**src/hcbd_pkg.sv**
```systemverilog
// shared types, constants and helpers for the chunked body decoder
// no dependencies; used by hcbd_step, hcbd_skid and http_chunked_body_decoder
package hcbd_pkg;

  localparam int SIZE_BITS = 32;

  localparam logic [7:0] CHAR_CR = 8'h0D;
  localparam logic [7:0] CHAR_LF = 8'h0A;

  typedef enum logic [1:0] {
    KIND_DATA  = 2'd0,
    KIND_DONE  = 2'd1,
    KIND_ERROR = 2'd2
  } kind_t;

  typedef enum logic [2:0] {
    PH_SIZE    = 3'd0,
    PH_SIZE_CR = 3'd1,
    PH_DATA    = 3'd2,
    PH_END     = 3'd3,
    PH_END_CR  = 3'd4,
    PH_DONE    = 3'd5,
    PH_ERROR   = 3'd6
  } phase_t;

  typedef struct packed {
    logic       valid;
    kind_t      kind;
    logic [7:0] data;
  } result_t;

  // bit 4 set when the character is a hex digit, low nibble holds its value
  function automatic logic [4:0] hex_digit(input logic [7:0] c);
    logic [4:0] r;
    r = 5'd0;
    if (c >= 8'h30 && c <= 8'h39) begin
      r = {1'b1, 4'(c - 8'h30)};
    end else if (c >= 8'h61 && c <= 8'h66) begin
      r = {1'b1, 4'(c - 8'h57)};
    end else if (c >= 8'h41 && c <= 8'h46) begin
      r = {1'b1, 4'(c - 8'h37)};
    end
    return r;
  endfunction

endpackage

```
**src/hcbd_step.sv**
```systemverilog
// next-state and result logic for one input beat of the chunked decoder
// depends on hcbd_pkg
module hcbd_step (
  input  hcbd_pkg::phase_t                 phase,
  input  logic [hcbd_pkg::SIZE_BITS-1:0]   remaining,
  input  logic [7:0]                       in_byte,
  input  logic                             first_byte,
  output hcbd_pkg::phase_t                 phase_next,
  output logic [hcbd_pkg::SIZE_BITS-1:0]   remaining_next,
  output hcbd_pkg::result_t                result
);

  localparam int SB = hcbd_pkg::SIZE_BITS;

  hcbd_pkg::phase_t ph;
  logic [SB-1:0]    rem;
  logic [4:0]       hex;

  always_comb begin
    ph  = first_byte ? hcbd_pkg::PH_SIZE : phase;
    rem = first_byte ? '0 : remaining;
    hex = hcbd_pkg::hex_digit(in_byte);

    phase_next     = ph;
    remaining_next = rem;
    result         = '0;

    case (ph)
      hcbd_pkg::PH_SIZE: begin
        if (in_byte == hcbd_pkg::CHAR_CR) begin
          phase_next = hcbd_pkg::PH_SIZE_CR;
        end else if (in_byte == hcbd_pkg::CHAR_LF) begin
          if (rem == '0) begin
            phase_next  = hcbd_pkg::PH_DONE;
            result.valid = 1'b1;
            result.kind  = hcbd_pkg::KIND_DONE;
          end else begin
            phase_next = hcbd_pkg::PH_DATA;
          end
        end else if (!hex[4] || rem[SB-1:SB-4] != 4'd0) begin
          // bad character or size would overflow
          phase_next   = hcbd_pkg::PH_ERROR;
          result.valid = 1'b1;
          result.kind  = hcbd_pkg::KIND_ERROR;
        end else begin
          remaining_next = {rem[SB-5:0], hex[3:0]};
        end
      end
      hcbd_pkg::PH_SIZE_CR: begin
        if (in_byte != hcbd_pkg::CHAR_LF) begin
          phase_next   = hcbd_pkg::PH_ERROR;
          result.valid = 1'b1;
          result.kind  = hcbd_pkg::KIND_ERROR;
        end else if (rem == '0) begin
          phase_next   = hcbd_pkg::PH_DONE;
          result.valid = 1'b1;
          result.kind  = hcbd_pkg::KIND_DONE;
        end else begin
          phase_next = hcbd_pkg::PH_DATA;
        end
      end
      hcbd_pkg::PH_DATA: begin
        remaining_next = rem - SB'(1);
        if (rem == SB'(1)) begin
          phase_next = hcbd_pkg::PH_END;
        end
        result.valid = 1'b1;
        result.kind  = hcbd_pkg::KIND_DATA;
        result.data  = in_byte;
      end
      hcbd_pkg::PH_END: begin
        if (in_byte == hcbd_pkg::CHAR_CR) begin
          phase_next = hcbd_pkg::PH_END_CR;
        end else if (in_byte == hcbd_pkg::CHAR_LF) begin
          phase_next     = hcbd_pkg::PH_SIZE;
          remaining_next = '0;
        end else begin
          phase_next   = hcbd_pkg::PH_ERROR;
          result.valid = 1'b1;
          result.kind  = hcbd_pkg::KIND_ERROR;
        end
      end
      hcbd_pkg::PH_END_CR: begin
        if (in_byte == hcbd_pkg::CHAR_LF) begin
          phase_next     = hcbd_pkg::PH_SIZE;
          remaining_next = '0;
        end else begin
          phase_next   = hcbd_pkg::PH_ERROR;
          result.valid = 1'b1;
          result.kind  = hcbd_pkg::KIND_ERROR;
        end
      end
      default: begin
        // done and error are sticky: no result
      end
    endcase
  end

endmodule

```
**src/hcbd_skid.sv**
```systemverilog
// two-entry output register with skid stage for decoder results
// depends on hcbd_pkg
module hcbd_skid (
  input  logic              clk,
  input  logic              rst,
  input  logic              push,
  input  hcbd_pkg::result_t push_result,
  output logic              can_push,
  output logic              out_valid,
  input  logic              out_ready,
  output logic [1:0]        out_kind,
  output logic [7:0]        body_byte
);

  logic              main_valid;
  hcbd_pkg::result_t main_res;
  logic              skid_valid;
  hcbd_pkg::result_t skid_res;

  assign can_push  = !skid_valid;
  assign out_valid = main_valid;
  assign out_kind  = main_res.kind;
  assign body_byte = main_res.data;

  always_ff @(posedge clk) begin
    if (rst) begin
      main_valid <= 1'b0;
      skid_valid <= 1'b0;
    end else begin
      if (skid_valid) begin
        // no push possible here, drain skid into main
        if (out_ready) begin
          main_res   <= skid_res;
          skid_valid <= 1'b0;
        end
      end else if (push && push_result.valid) begin
        if (!main_valid || out_ready) begin
          main_valid <= 1'b1;
          main_res   <= push_result;
        end else begin
          skid_valid <= 1'b1;
          skid_res   <= push_result;
        end
      end else if (out_ready) begin
        main_valid <= 1'b0;
      end
    end
  end

endmodule

```
**src/http_chunked_body_decoder.sv**
```systemverilog
// http chunked transfer body decoder, top level
// depends on hcbd_pkg, hcbd_step and hcbd_skid
//
// Decodes an HTTP/1.1 chunked body, one byte per input beat. Each chunk starts
// with a hex size line ending in CRLF or a bare LF (an empty line means size
// zero), followed by that many body bytes, each passed out as a data beat, and
// then CRLF or LF. A zero-size chunk ends the message with one "complete"
// beat. A non-hex character, a CR not followed by LF, a missing line end right
// after the data, or a size wider than SIZE_BITS gives one "error" beat. Done
// and error are sticky: further bytes produce nothing until a beat arrives with
// first_byte set, which restarts decoding with that byte. Size lines produce no
// output while digits accumulate. Chunk extensions and trailers are not
// supported. Throughput is one byte per clock: the decode state (phase plus
// size counter) is updated by a single shift-add or decrement per beat, and
// results land in an output register backed by a skid stage, so input keeps
// flowing while a result waits. in_ready drops only while the skid stage holds
// a result.
module http_chunked_body_decoder (
  input  logic       clk,
  input  logic       rst,
  input  logic       in_valid,
  output logic       in_ready,
  input  logic [7:0] in_byte,
  input  logic       first_byte,
  output logic       out_valid,
  input  logic       out_ready,
  output logic [1:0] out_kind,
  output logic [7:0] body_byte
);

  // decode state
  hcbd_pkg::phase_t                 phase;
  logic [hcbd_pkg::SIZE_BITS-1:0]   remaining;
  hcbd_pkg::phase_t                 phase_next;
  logic [hcbd_pkg::SIZE_BITS-1:0]   remaining_next;
  hcbd_pkg::result_t                step_result;
  logic                             accept;

  assign accept = in_valid && in_ready;

  // per-byte decode: restart, size accumulation, data count, line-end checks
  hcbd_step u_step (
    .phase          (phase),
    .remaining      (remaining),
    .in_byte        (in_byte),
    .first_byte     (first_byte),
    .phase_next     (phase_next),
    .remaining_next (remaining_next),
    .result         (step_result)
  );

  always_ff @(posedge clk) begin
    if (rst) begin
      phase     <= hcbd_pkg::PH_SIZE;
      remaining <= '0;
    end else if (accept) begin
      phase     <= phase_next;
      remaining <= remaining_next;
    end
  end

  // result register plus skid stage toward the consumer
  hcbd_skid u_skid (
    .clk         (clk),
    .rst         (rst),
    .push        (accept),
    .push_result (step_result),
    .can_push    (in_ready),
    .out_valid   (out_valid),
    .out_ready   (out_ready),
    .out_kind    (out_kind),
    .body_byte   (body_byte)
  );

endmodule
```
**config.mk**
```make
export PLATFORM = sky130hd
export DESIGN_NAME = http_chunked_body_decoder
export DESIGN_NICKNAME = d
export VERILOG_FILES = /design/src/hcbd_pkg.sv /design/src/hcbd_step.sv /design/src/hcbd_skid.sv /design/src/http_chunked_body_decoder.sv
export SDC_FILE = /design/constraint.sdc
export NUM_CORES = 1
export LEC_CHECK = 0
export ABC_AREA = 1
export BUFFER_PORTS_ARGS = -buffer_cell sky130_fd_sc_hd__buf_2
export CAP_MARGIN = 20
export CORE_ASPECT_RATIO = 1.75
export CORE_MARGIN = 2
export CORE_UTILIZATION = 30
export CTS_CLUSTER_DIAMETER = 60
export CTS_CLUSTER_SIZE = 20
export DETAILED_ROUTE_END_ITERATION = 6
export PLACE_DENSITY = 0.44
export SLEW_MARGIN = 20
export SYNTH_ARGS = -nofsm -noshare
export SYNTH_HDL_FRONTEND = slang
export SYNTH_HIERARCHICAL = 1
export SYNTH_SLANG_ARGS = --single-unit
```
**constraint.sdc**
```tcl
create_clock -name clk -period 2.1 [get_ports clk]
set_input_delay 0.105 -clock clk [delete_from_list [all_inputs] [get_ports clk]]
set_output_delay 0.105 -clock clk [all_outputs]
set_load 0.05 [all_outputs]
```
==> impl_metrics.yaml, run 1 <==
clocking:
  cts_buffers: 9
  cts_tree: "done"
  clk_pin_slew_ns: 0.06
  clockRootBuffer: "clkbuf_16"
  clock_latency_ns: 0.34
  max-clock-path-buffers: 2
  h-tree-depth: 3
  cts.sinks: 57
sta:
  drv_slew: 0
  setup_viol: 0
  tightest_slew_ns: 0.739
  period_needed_ns: 1.98
  fmaxAchievable_ghz: 0.505
  fin_skew_ns: 0.0136
  slew-limit-headroom_pct: 50.6
  finalCritPeriodShare_pct: 94.3
  hold_viol: 0
routing:
  route.detailed.drc: 0
  dr.pass1.iters: 5
  wl_per_cell_um: 15.5
  drtIter0Drc: 263
  routed_wl_mm: 18.6
  vias_per_cell: 4.74
  antenna_left: 0
  num_vias: 5705
logic_synthesis:
  synthXorXnorAreaFrac_pct: 0
  synth_simple_gate_area_share_pct: 52.8
  yosysMostFrequentCell: "nand2_1"
  synth_fa_ha_area_share_pct: 1.69
  syn-cell-area_um2: 5190
  synth_commonest_cells: "nand2_1, nor2_1, nand3_1"
  synth_top_family_by_area: "simple AND/OR/NAND/NOR gates"
  yosysUniqueCellTypes: 31
  synth_compound_area_share_pct: 6.00
  synth.avg_cell_area_um2: 5.86
  synthFlopType: "dfxtp_1"
  synth_seq_cells: 57
  synth_nets: 907
  ys_top_cells_by_area: "nand2_1, dfxtp_1, edfxtp_1"
  synthCells: 887
  yosys_warnings: 6
  muxShareOfSynthArea_pct: 0
  synthArstFlopShare_pct: 0
  seq_area_frac_synth_pct: 25.8
  synth_top_area_share_pct: 21.9
  synth_largest_area_cell: "nand2_1"
  synth_edf_count: 20
status:
  status: "finished, final reports clean"
final_layout:
  fin_cells: 1203
  area_delta_synth_final_pct: 23.6
  diodes: 0
  n_fill_cell: 1916
  layout-drive-gt1-share_pct: 22.0
  nNetsFinal: 991
hold_path:
  min_path_type: "input port to register"
global_route:
  grt_max_degree: 36
  grt_pass1_vias: 5619
  overflow: 0
  grt_usage_pct: 20.9
  antenna_found_initial: 0
  grt_pass1_wl_mm: 28.6
critical_path:
  startpoint_type: "register"
  criticalPathCategory: "register to register"
  path_buf_inv: 2
  crit_path_end_kind: "register"
  crit_path_max_fanout: 5
  r2r_setup_slack_ns: 0.12
  cp_slowest_stage_delay_ns: 0.35
  crit_slowest_cell: "dfxtp_1"
  worst-endpoint-arrival_ns: 2.03
  cp_top_family: "simple AND/OR/NAND/NOR gates"
  cp.required_ns: 2.16
  crit_top_cell: "nand2_1"
  cp_cell_sequence: "o21ai_2 > buf_4 > nand2_1 > nor2_4 > nand2_2 > nor2_4 > o21ai_2 > nand2_1 > nand2_1 > nand2_1 > nand2_2 > nor2_4 > clkbuf_16"
placed_design:
  placed_cells: 1183
  gp_congestion: 0.908
  port-buffer-count: 24
  dpl.hpwl_mm: 14.1
power:
  power_uw: 4200
  ir_worst_vdd_uv: 436
  p_per_area_nw_per_um2: 654
  p_leak_uw: 0.00347
floorplanning:
  initial_core_util_pct: 30.7
  die_w_um: 103
  io_pins: 25
  core_area_um2: 16900
  row_count: 63
  dieArea_um2: 18400
  die_h_um: 178
run:
  maxCapViolCount: 0
stage by stage:
step	TNS [ns]	utilization (%)	cell area, um^2	hold WS [ns]	worst slack [ns]
floorplan	0	-	5200	0.174	0.0591
global placement	-0.374	35.4	6000	0.318	-0.0384
finish	0	37.9	6420	0.0496	0.120
detailed placement	-0.392	35.4	6000	0.314	-0.0403
global route	-0.172	37.9	6420	0.0537	-0.0312
CTS	0	37.2	6300	0.0368	0.00913
flip-flops by register name (all words and copies together) (netlist names):
register           flops
phase                  3
u_skid/skid_res       10
u_skid/body_byte       8
u_skid/skid_valid      1
u_skid/out_kind        2
u_skid/out_valid       1
remaining             32
cells by family after synthesis:
kind of cell / after synthesis
compound gates: 54
simple gates: 620
fa+ha+maj: 7
flops: 57
buf+inv: 149
path summary, 6_finish.rpt:
check | to | start | depth (start not counted)
worst max register to register | u_skid/body_byte[3] | remaining[13] | 13
worst min-delay path | u_skid/out_valid | out_ready | 4
worst min register to register | u_skid/out_valid | u_skid/out_valid | 2
worst max-delay path | u_skid/body_byte[3] | remaining[13] | 13
power by group:
part	switching [uW]	internal [uW]
registers	64.8	1220
logic	929	496
clock network	572	917
layer usage:
metal | track usage (%) | part of all wire, % | wire length [um] | vias to the layer above
met5 | 0 | 0 | 0 | -
met4 | 13.1 | 5.8 | 1070 | 0
met3 | 2.43 | 2.3 | 423 | 53
met2 | 41.6 | 58 | 10800 | 127
met1 | 18.9 | 34 | 6330 | 2602
li1 | - | - | - | 2923
area by class of cell:
type                    count  area [um^2]  area share, %
clock buffers              11          233           3.63
clock inverters             5         56.3          0.877
inverters                 115          437           6.80
multi-input cells         682         3240           50.4
flip-flops and latches     57         1340           20.9
well taps                 227          284           4.42
repair buffers            106          831           12.9
tightest hold or removal path: cells and delay by family:
kind / cells / cell delay, ns
AOI/OAI and AO/OA: 1 / 0.05
buffers and inverters: 1 / 0.09
and+or+nand+nor: 2 / 0.10
what timing repair did:
action,4_1_cts,5_1_grt
hold buffers,1,0
resized for setup,3,29
buffers inserted,0,1
endpoints found under the hold margin,1,0
pin swaps,0,12
endpoints found under the setup margin,17,29
gates cloned,0,2
placed cells by master, fill, tap and decap left out, types with 2 or more instances in the layout:
master	netlist	routed
buf_4	6	74
nand3_2	2	3
o21ai_2	0	4
ha_2	0	2
inv_1	106	103
nand2_1	303	300
edfxtp_1	20	20
nand2_2	28	30
clkinv_2	0	2
dfxtp_1	37	36
o211ai_1	12	12
o21ai_1	5	6
buf_2	10	24
nor2_1	130	122
clkbuf_16	0	10
buf_12	1	6
clkbuf_1	5	2
a21oi_1	9	8
nand4_1	7	7
nand3_1	114	113
ha_1	7	5
o21ai_0	27	22
inv_2	7	10
nand2_4	13	14
nor2_2	15	19
nor2_4	4	9
No activity file was read; power rests on OpenSTA's default activity.
==> inputs of run 2 (changes only) <==
PLACE_DENSITY = 0.55   (was 0.44)
==> run 2 against run 1 <==
Die area unchanged. Worst setup slack got worse by 0.0037 ns. Clock-buffer cell count increased by 1. Worst hold slack got worse by 0.011 ns. Largest power group unchanged.
==> impl_metrics.yaml, run 2 (synthesis results as in run 1) <==
final_layout:
  largest_register: "remaining"
  n_fill_cell: 1845
  largest_reg_flops: 32
  diodes: 0
  seqCellArea_um2: 1340
  nNetsFinal: 984
  mostFrequentLayoutCells: "nand2_1, nor2_1, nand3_1, inv_1, buf_4"
  multi_input_area_um2: 3220
  layout-drive-gt1-share_pct: 20.4
  area_delta_synth_final_pct: 21.9
  final_common_cell: "nand2_1"
critical_path:
  criticalPathCategory: "register to register"
  cp_slowest_stage_delay_ns: 0.31
  crit_top_cell: "nand2_1"
  startpoint_type: "register"
  cp.required_ns: 2.16
  crit_path_max_fanout: 5
  reg2reg_to: "u_skid/body_byte[5]"
  worst-endpoint-arrival_ns: 2.04
  crit_path_end_kind: "register"
  reg2reg_depth: 15
  r2r_start: "remaining[0]"
  crit_slowest_cell: "dfxtp_1"
  cp_cell_sequence: "inv_2 > nor2_1 > inv_1 > ha_1 > nand3_1 > nor2_1 > nand2_2 > nor2_4 > o21ai_1 > nand2_1 > nand2_1 > nand2_1 > nand2_2 > nor2_4 > clkbuf_16"
  r2r_setup_slack_ns: 0.12
sta:
  slew-limit-headroom_pct: 52.6
  setup_viol: 0
  period_needed_ns: 1.98
  fin_hold_ws_ns: 0.0388
  finalCritPeriodShare_pct: 94.4
  tightest_slew_ns: 0.712
  hold_viol: 0
  fin_skew_ns: 0.00713
  fmaxAchievable_ghz: 0.504
  drv_slew: 0
power:
  p_leak_uw: 0.00343
  power.internal_uw: 2640
  power_uw: 4150
  p_sw_uw: 1500
  power_frac_seq_pct: 30.8
  pwr-share-clk_pct: 35.7
  ir_worst_vdd_uv: 317
  p_per_area_nw_per_um2: 654
  power.switching_fraction_pct: 36.2
  p_comb_share_pct: 33.5
global_route:
  grt_most_used_layer: "met2"
  grt_pass1_wl_mm: 26.0
  overflow: 0
  grt_max_degree: 71
  antenna_found_initial: 0
  grt_usage_pct: 18.6
  grt_util_met2_pct: 36.3
  use_met1_pct: 16.9
  grtUsageMet3_pct: 2.70
  grt_pass1_vias: 5424
hold_path:
  whs_endpoint: "u_skid/out_valid"
  min_from: "out_ready"
  hold_depth: 4
  min_path_type: "input port to register"
routing:
  routed_wl_mm: 16.8
  vias_per_cell: 4.77
  wl_per_cell_um: 14.1
  drtIter0Drc: 319
  num_vias: 5707
  dr.pass1.iters: 5
  antenna_left: 0
  route.detailed.drc: 0
floorplanning:
  initial_core_util_pct: 30.7
  die_h_um: 178
  io_pins: 25
  die_w_um: 103
  core_area_um2: 16900
  row_count: 63
  dieArea_um2: 18400
clocking:
  max-clock-path-buffers: 2
  clock_latency_ns: 0.34
  cts_buffers: 9
  clk_pin_slew_ns: 0.05
  h-tree-depth: 3
  cts.sinks: 57
  cts_tree: "done"
  clockRootBuffer: "clkbuf_16"
placed_design:
  dpl.hpwl_mm: 12.4
  gp_congestion: 0.899
  port-buffer-count: 24
run:
  maxCapViolCount: 0
status:
  status: "finished, final reports clean"
==> run 2: worst max-delay path by stage <==
stage | startpoint | endpoint | slack [ns] | cells after the start
floorplan | in_byte[0] | u_skid/body_byte[0] | 0.06 | 16
finish | remaining[0] | u_skid/body_byte[5] | 0.12 | 15
detailed placement | in_byte[0] | u_skid/body_byte[2] | 0.007 | 16
global placement | in_byte[0] | u_skid/body_byte[1] | -0.05 | 16
global route | remaining[8] | u_skid/body_byte[4] | -0.03 | 12
CTS | remaining[12] | u_skid/body_byte[1] | 0.004 | 12
==> run 2: worst max-delay path, delay by kind of cell (launching register included) <==
kind,cells,cell delay (ns)
compound gates,1,0.08
fa+ha+maj,1,0.14
buf+inv,3,0.31
flops,1,0.31
simple gates,10,0.86
==> run 2: power groups by stage <==
stage / Clock (uW) / Sequential [uW] / Combinational [uW]
after global placement: 0 / 1300 / 1320
after CTS: 1510 / 1270 / 1330
after detailed placement: 0 / 1300 / 1320
after global routing: 1560 / 1280 / 1540
after floorplan: 0 / 1340 / 870
final: 1480 / 1280 / 1390
==> run 2: through the flow <==
stage / instances / utilization [%] / setup WS (ns) / setup TNS, ns / cell area [um^2]
4_1_cts: 1192 / 36.8 / 0.00402 / 0 / 6230
3_3_place_gp: 1175 / 35.0 / -0.0500 / -0.540 / 5930
3_5_place_dp: 1175 / 35.0 / 0.00707 / 0 / 5930
5_1_grt: 1196 / 37.4 / -0.0297 / -0.147 / 6330
6_report: 1196 / 37.4 / 0.117 / 0 / 6330
2_1_floorplan: 887 / - / 0.0591 / 0 / 5200
==> run 2: final cells by class <==
type | instances | share of cell area [%]
flip-flops and latches | 57 | 21.2
clock inverters | 4 | 0.711
clock buffers | 12 | 3.89
well taps | 227 | 4.48
inverters | 115 | 6.89
repair buffers | 99 | 12.1
multi-input cells | 682 | 50.8
==> run 2: routing by layer <==
metal	vias to the layer above	routed length, um
li1	2915	-
met1	2575	5940
met2	158	9360
met3	59	538
met4	0	985
met5	-	0
==> run 2: repair_timing <==
action	CTS	global route
endpoints found under the setup margin	0	29
setup buffers	0	2
endpoints found under the hold margin	1	0
hold buffers	1	0
resized for setup	0	25
